`config.mk`:
```
export PLATFORM = sky130hd
export DESIGN_NAME = rfc_back
export DESIGN_NICKNAME = d
export VERILOG_FILES = /design/src/rtl/core/rfc_pkg.sv /design/src/rtl/core/rfc_back.sv
export SDC_FILE = /design/constraint.sdc
export NUM_CORES = 1
export LEC_CHECK = 0
export ABC_AREA = 1
export BUFFER_PORTS_ARGS = -buffer_cell sky130_fd_sc_hd__buf_4
export CORE_MARGIN = 1
export CORE_UTILIZATION = 45
export CTS_BUF_LIST = sky130_fd_sc_hd__clkbuf_16
export DETAILED_ROUTE_END_ITERATION = 16
export PLACE_DENSITY_LB_ADDON = 0.12
export SKIP_LAST_GASP = 1
export SYNTH_ARGS = -nofsm -noshare
export SYNTH_HDL_FRONTEND = slang
export SYNTH_SLANG_ARGS = --single-unit
```
`constraint.sdc`:
```
create_clock -name aclk -period 12.6 [get_ports aclk]
set_input_delay 3.15 -clock aclk [delete_from_list [all_inputs] [get_ports aclk]]
set_output_delay 3.15 -clock aclk [all_outputs]
set_load 0.01 [all_outputs]
```
`src/rtl/core/rfc_pkg.sv`:
```
// Shared types, constants and the CRC-32 byte update for the record frame checker.
package rfc_pkg;

    // Header layout and payload bounds.
    localparam int unsigned HEADER_BYTES  = 20;
    localparam int unsigned OFFSET_W      = 17;
    localparam logic [OFFSET_W-1:0] PAYLOAD_LIMIT = 17'd65536;
    localparam logic [OFFSET_W-1:0] OFFSET_CAP    = 17'(HEADER_BYTES) + PAYLOAD_LIMIT;
    localparam logic [OFFSET_W-1:0] SHORT_POS     = 17'(HEADER_BYTES - 1);

    // CRC-32, reflected form.
    localparam logic [31:0] CRC_POLY = 32'hEDB8_8320;
    localparam logic [31:0] CRC_ONES = 32'hFFFF_FFFF;

    // Register reset values.
    localparam logic [16:0] MAX_PAYLOAD_RESET = 17'd65536;

    // Depth of the queue between front and back.
    localparam int unsigned QUEUE_DEPTH = 2;
    localparam int unsigned QPTR_W      = (QUEUE_DEPTH > 1) ? $clog2(QUEUE_DEPTH) : 1;
    localparam int unsigned QCNT_W      = $clog2(QUEUE_DEPTH + 1);

    // Configuration register indexes.
    typedef enum logic [1:0] {
        REG_MAGIC   = 2'd0,
        REG_VERSION = 2'd1,
        REG_MAX_LEN = 2'd2
    } reg_index_t;

    // Which part of the record a byte belongs to.
    typedef enum logic [2:0] {
        FLD_MAGIC    = 3'd0,
        FLD_VERSION  = 3'd1,
        FLD_RESERVED = 3'd2,
        FLD_LENGTH   = 3'd3,
        FLD_SEQUENCE = 3'd4,
        FLD_CHECKSUM = 3'd5,
        FLD_BODY     = 3'd6
    } field_t;

    // Outcome codes; among the error codes the lowest wins.
    typedef enum logic [2:0] {
        ERR_OK      = 3'd0,
        ERR_SHORT   = 3'd1,
        ERR_MAGIC   = 3'd2,
        ERR_VERSION = 3'd3,
        ERR_LENGTH  = 3'd4,
        ERR_TRUNC   = 3'd5,
        ERR_CRC     = 3'd6
    } err_t;

    // One classified byte, as the front hands it to the back.
    typedef struct packed {
        logic [7:0]          data_byte;
        logic                last_byte;
        field_t              field;
        logic [1:0]          lane;
        logic [OFFSET_W-1:0] payload_count;
        logic                short_rec;
    } item_t;

    // Configuration as seen by the back.
    typedef struct packed {
        logic [31:0] magic_word;
        logic [15:0] format_version;
        logic [16:0] max_payload_bytes;
    } cfg_t;

    // One result item, record_ok in the lowest bit.
    typedef struct packed {
        logic [16:0] payload_length;
        logic [31:0] record_sequence;
        logic [15:0] record_version;
        err_t        error_code;
        logic        record_ok;
    } result_t;

    localparam int unsigned RESULT_W = $bits(result_t);
    localparam int unsigned M_DATA_W = ((RESULT_W + 7) / 8) * 8;

    // One byte through the reflected CRC-32, bit by bit.
    function automatic logic [31:0] crc32_byte(input logic [31:0] r, input logic [7:0] b);
        logic [31:0] c;
        c = r ^ {24'd0, b};
        for (int i = 0; i < 8; i++) begin
            c = c[0] ? ((c >> 1) ^ CRC_POLY) : (c >> 1);
        end
        return c;
    endfunction

endpackage

```
`src/rtl/core/rfc_back.sv`:
```
// Back end: header capture, CRC over header and payload, final verdict and result register.
module rfc_back (
    input  logic             aclk,
    input  logic             aresetn,
    input  rfc_pkg::cfg_t    cfg,
    input  logic             q_not_empty,
    input  rfc_pkg::item_t   head,
    output logic             pop,
    output logic             out_valid,
    input  logic             out_ready,
    output rfc_pkg::result_t out_data
);
    import rfc_pkg::*;

    logic [31:0] crc_reg,      crc_next;
    logic [31:0] magic_reg,    magic_next;
    logic [15:0] version_reg,  version_next;
    logic [31:0] length_reg,   length_next;
    logic [31:0] sequence_reg, sequence_next;
    logic [31:0] checksum_reg, checksum_next;
    logic        complete_reg, complete_next;
    logic        out_valid_reg;
    result_t     out_data_reg;
    result_t     result;
    logic        crc_feed;
    logic [7:0]  crc_byte_in;
    logic [16:0] limit;
    err_t        code;

    // A flagged item waits until the result register is free.
    assign pop       = q_not_empty && (!head.last_byte || !out_valid_reg || out_ready);
    assign out_valid = out_valid_reg;
    assign out_data  = out_data_reg;

    // State after this byte.
    always_comb begin
        magic_next    = magic_reg;
        version_next  = version_reg;
        length_next   = length_reg;
        sequence_next = sequence_reg;
        checksum_next = checksum_reg;
        complete_next = complete_reg;
        crc_feed      = 1'b1;
        crc_byte_in   = head.data_byte;
        unique case (head.field)
            FLD_MAGIC:    magic_next[head.lane*8 +: 8]      = head.data_byte;
            FLD_VERSION:  version_next[head.lane[0]*8 +: 8] = head.data_byte;
            FLD_RESERVED: ;
            FLD_LENGTH:   length_next[head.lane*8 +: 8]     = head.data_byte;
            FLD_SEQUENCE: sequence_next[head.lane*8 +: 8]   = head.data_byte;
            FLD_CHECKSUM: begin
                checksum_next[head.lane*8 +: 8] = head.data_byte;
                crc_byte_in = 8'd0;
                // An empty payload is complete at the end of the header.
                if (head.lane == 2'd3 && length_reg == 32'd0) begin
                    complete_next = 1'b1;
                end
            end
            FLD_BODY: begin
                crc_feed = !complete_reg;
                if (!complete_reg && {15'd0, head.payload_count} == length_reg) begin
                    complete_next = 1'b1;
                end
            end
            default: ;
        endcase
        crc_next = crc_feed ? crc32_byte(crc_reg, crc_byte_in) : crc_reg;
    end

    // Verdict on the flagged byte, by priority.
    assign limit = (cfg.max_payload_bytes > PAYLOAD_LIMIT) ? PAYLOAD_LIMIT
                                                           : cfg.max_payload_bytes;
    always_comb begin
        priority if (head.short_rec) begin
            code = ERR_SHORT;
        end else if (magic_next != cfg.magic_word) begin
            code = ERR_MAGIC;
        end else if (version_next != cfg.format_version) begin
            code = ERR_VERSION;
        end else if (length_next > {15'd0, limit}) begin
            code = ERR_LENGTH;
        end else if (!complete_next) begin
            code = ERR_TRUNC;
        end else if ((crc_next ^ CRC_ONES) != checksum_next) begin
            code = ERR_CRC;
        end else begin
            code = ERR_OK;
        end
        result.record_ok       = code == ERR_OK;
        result.error_code      = code;
        result.record_version  = (code == ERR_OK) ? version_next  : 16'd0;
        result.record_sequence = (code == ERR_OK) ? sequence_next : 32'd0;
        result.payload_length  = (code == ERR_OK) ? length_next[16:0] : 17'd0;
    end

    // Record state, cleared after each flagged byte.
    always_ff @(posedge aclk) begin
        if (!aresetn) begin
            crc_reg      <= CRC_ONES;
            magic_reg    <= '0;
            version_reg  <= '0;
            length_reg   <= '0;
            sequence_reg <= '0;
            checksum_reg <= '0;
            complete_reg <= 1'b0;
        end else if (pop) begin
            if (head.last_byte) begin
                crc_reg      <= CRC_ONES;
                magic_reg    <= '0;
                version_reg  <= '0;
                length_reg   <= '0;
                sequence_reg <= '0;
                checksum_reg <= '0;
                complete_reg <= 1'b0;
            end else begin
                crc_reg      <= crc_next;
                magic_reg    <= magic_next;
                version_reg  <= version_next;
                length_reg   <= length_next;
                sequence_reg <= sequence_next;
                checksum_reg <= checksum_next;
                complete_reg <= complete_next;
            end
        end
    end

    // Result register.
    always_ff @(posedge aclk) begin
        if (!aresetn) begin
            out_valid_reg <= 1'b0;
        end else if (pop && head.last_byte) begin
            out_valid_reg <= 1'b1;
        end else if (out_ready) begin
            out_valid_reg <= 1'b0;
        end
    end

    always_ff @(posedge aclk) begin
        if (pop && head.last_byte) begin
            out_data_reg <= result;
        end
    end

    // The record state starts over after a flagged byte.
    a_clear_after_last: assert property (@(posedge aclk) disable iff (!aresetn)
        pop && head.last_byte |=> crc_reg == CRC_ONES && !complete_reg && length_reg == 32'd0)
        else $error("record state not cleared after last item");

    // The ok flag agrees with the outcome code.
    a_ok_matches_code: assert property (@(posedge aclk) disable iff (!aresetn)
        out_valid_reg |-> out_data_reg.record_ok == (out_data_reg.error_code == ERR_OK))
        else $error("record_ok disagrees with error_code");

    // A failed record reports no header fields.
    a_fail_fields_zero: assert property (@(posedge aclk) disable iff (!aresetn)
        out_valid_reg && !out_data_reg.record_ok |->
            out_data_reg.record_version == 16'd0 && out_data_reg.record_sequence == 32'd0
            && out_data_reg.payload_length == 17'd0)
        else $error("failed record carries header fields");

    // A pending result is never overwritten by the next flagged item.
    a_no_overwrite: assert property (@(posedge aclk) disable iff (!aresetn)
        out_valid_reg && !out_ready |-> !(pop && head.last_byte))
        else $error("result overwritten while stalled");

endmodule

```
==> metrics.md <==
| Metric | Value |
|---|---|
| FFs w/ async S/R, synth | `0%` |
| Part of the Yosys area used for sequential elements | `38.1%` |
| Launch point of the worst path | `out_ready` |
| #FFs+latches synth | `247` |
| Synth top area cells | `dfxtp_1 24%, nand2_1 21%, edfxtp_1 14%` |
| Fraction of layout cells with a size suffix above 1 | `16.4%` |
| Pre-antenna DRT Iters | `6` |
| Most frequent cells in the layout | `814 x nand2_1, 186 x nand3_1, 179 x buf_4` |
| Die area | `0.0336 mm2` |
| Post-CTS Setup Inserts | `0` |
| R2r setup slk | `8520 ps` |
| Commonest non-fill, non-tap cell in the layout | `nand2_1` |
| H-tree level count | `1` |
| R2R depth | `17` |
| Syn. warnings | `0` |
| DRT iter0 DRCs | `1,323` |
| Fin. max-slew vios | `0` |
| Max-cap violations | `0` |
| Final setup viols | `0` |
| Post-synth EDFFs | `69` |
| Initial antenna violation count | `0` |
| Syn Inst Count | `2,196` |
| Max reg flops | `69` |
| Worst slew pin tran | `1260 ps` |
| TritonCTS clock tree | `built` |
| Area Growth Syn to Fin | `16.0%` |
| Leakage | `7.40 nW` |
| CTS Sinks | `247` |
| Reg-to-Reg Start | `complete_reg` |
| Layout Nets | `2,437` |
| Minimum clock period | `7610 ps` |
| Max rail drop VDD | `103 uV` |
| Starting Density | `45.6%` |
| Top Ports | `172` |
| Via-to-Cell Ratio | `5.45` |
| Cts hold-fix bufs | `0` |
| Dominant synthesized flop cell | `dfxtp_1` |
| Synth unique cells | `41` |
| PortBufs | `171` |
| End of the worst register-to-register path | `out_data[58]` |
| Peak fanout along the critical path | `73` |
| Min Hold Slack | `460 ps` |
| Gr usage total | `30.8%` |
| Die height | `183 um` |
| Most used cell, CP | `buf_4` |
| Core area | `0.0325 mm2` |
| Cell taking the most area after synthesis | `dfxtp_1` |
| # DRC | `0` |
| Hold WC Path Type | `reg -> reg` |
| Pwr/cell area | `120 mW/mm2` |
| Crit path launch type | `input pin` |
| Vias in the first global route | `14.1k` |
| Drt wl/cell | `18.8 um` |
| DP HPWL | `37,300 um` |
| Die width | `183 um` |
| Clock transition at path regs | `60 ps` |
| Status | `finished, final reports clean` |
| Row count | `66` |
| Post-CTS Resized | `0` |
| GP Congestion | `0.907` |
| Antenna Violating Nets Remaining | `0` |
| Share of the synthesized area in the top cell type | `24.1%` |
| Largest stage delay on the critical path | `650 ps` |
| RSZ-0062 raised after global routing | `no` |
| Critical Path End | `pop` |
| Post-Route WL | `52,300 um` |
| Mapped cell area | `0.0148 mm2` |
| Setup crit end kind | `output pin` |
| First-pass GRT wire length | `79,800 um` |
| N_diodes | `0` |
| Slowest cell on crit path | `nand2_4` |
| Pin count of the biggest net entering global routing | `96` |
| CP Cell Sequence | `buf_4 -> nor2_1 -> nand2_1 -> nand2_4 -> inv_2 -> buf_4` |
| Clock root buffer | `clkbuf_16` |
| Longest Clk Path Bufs | `3` |
| Fmax | `131 MHz` |
| PnR worst setup slack | `4990 ps` |
| Worst skew pair latency | `570 ps` |
| Worst setup path category | `in -> out` |
| Routed vias | `15.1k` |
| CP arrival | `4460 ps` |
| Overflow after GRT | `0` |
| DP Worst Slack | `4900 ps` |
| Syn Area/Cell | `6.74 um2` |
| Slew headroom | `15.4%` |
| Number of CTS-inserted buffers | `29` |
| Tcrit/Tclk final | `60.4%` |
| Sum Neg Setup Slack | `0 ps` |
| Worst clock skew | `13.1 ps` |
| Syn nets | `2,319` |
| Final Hold Violating Endpoints | `0` |
| WP data required | `9450 ps` |
logic make-up (layout without fill, tap and decap cells):
family / count (synthesis) / count (layout) / share of synthesized area, %
AOI/OAI and AO/OA: 326 / 326 / 11.8
DFF: 247 / 247 / 38.1
adders and majority gates: 22 / 22 / 1.86
xor gates and xnor gates: 54 / 54 / 3.19
muxes: 8 / 8 / 0.541
and+or+nand+nor: 1289 / 1289 / 37.6
buffers and inverters: 250 / 391 / 6.88
stage by stage:
| stage | power (mW) | area [um2] | cells | util, % |
|---|---|---|---|---|
| 2_1_floorplan | 1.13 | 14800 | 2196 | - |
| 3_3_place_gp | 1.28 | 16300 | 2725 | 50.2 |
| 3_5_place_dp | 1.28 | 16300 | 2725 | 50.2 |
| 4_1_cts | 2.07 | 17200 | 2779 | 52.9 |
| 5_1_grt | 2.15 | 17200 | 2779 | 52.9 |
| 6_report | 2.07 | 17200 | 2779 | 52.9 |
cells in the mapped netlist (17+ instances only):
| cell type | n |
|---|---|
| nor2_2 | 40 |
| ha_1 | 22 |
| clkbuf_1 | 66 |
| edfxtp_1 | 69 |
| nand3_1 | 186 |
| or2_2 | 87 |
| xor2_1 | 36 |
| xnor2_1 | 18 |
| a21oi_1 | 165 |
| nand4_1 | 17 |
| dfxtp_1 | 178 |
| nand2_2 | 21 |
| o211ai_1 | 22 |
| nand2_1 | 816 |
| inv_1 | 150 |
| o21ai_0 | 100 |
| nor2_1 | 87 |
power breakdown:
| group | internal (mW) | switching (mW) |
|---|---|---|
| combinational | 0.130 | 0.290 |
| clock | 0.432 | 0.362 |
| sequential | 0.837 | 0.0139 |
worst min path at each step:
| stage | depth (start not counted) | slack (ps) | end | from |
|---|---|---|---|---|
| 6_report | 2 | 460 | sequence_reg[16] | sequence_reg[16] |
| 5_1_grt | 2 | 470 | magic_reg[26] | magic_reg[26] |
| 4_1_cts | 2 | 460 | sequence_reg[16] | sequence_reg[16] |
| 3_5_place_dp | 2 | 450 | sequence_reg[16] | sequence_reg[16] |
| 3_3_place_gp | 2 | 450 | sequence_reg[0] | sequence_reg[0] |
| 2_1_floorplan | 2 | 440 | magic_reg[0] | magic_reg[0] |
critical path: cells and delay by family:
family,cells,cell delay [ps]
buffers and inverters,3,440
and+or+nand+nor,3,870
routing by layer:
metal  GRT usage (%)  share of wire, %  up-vias
li1                -                 -     7394
met1            40.1                42     7055
met2            52.0                47      598
met3            4.83               7.7      100
met4            10.0               3.3        0
met5               0                 0        -
layout make-up:
type / instances / area [um2]
fillers: 3284 / 15300
multi-input cells: 1699 / 8180
flip-flops and latches: 247 / 5640
repair buffers: 179 / 1340
clock buffers: 30 / 751
inverters: 158 / 596
well taps: 442 / 553
clock inverters: 24 / 129
Note: power is estimated with default switching activity, not from simulation.
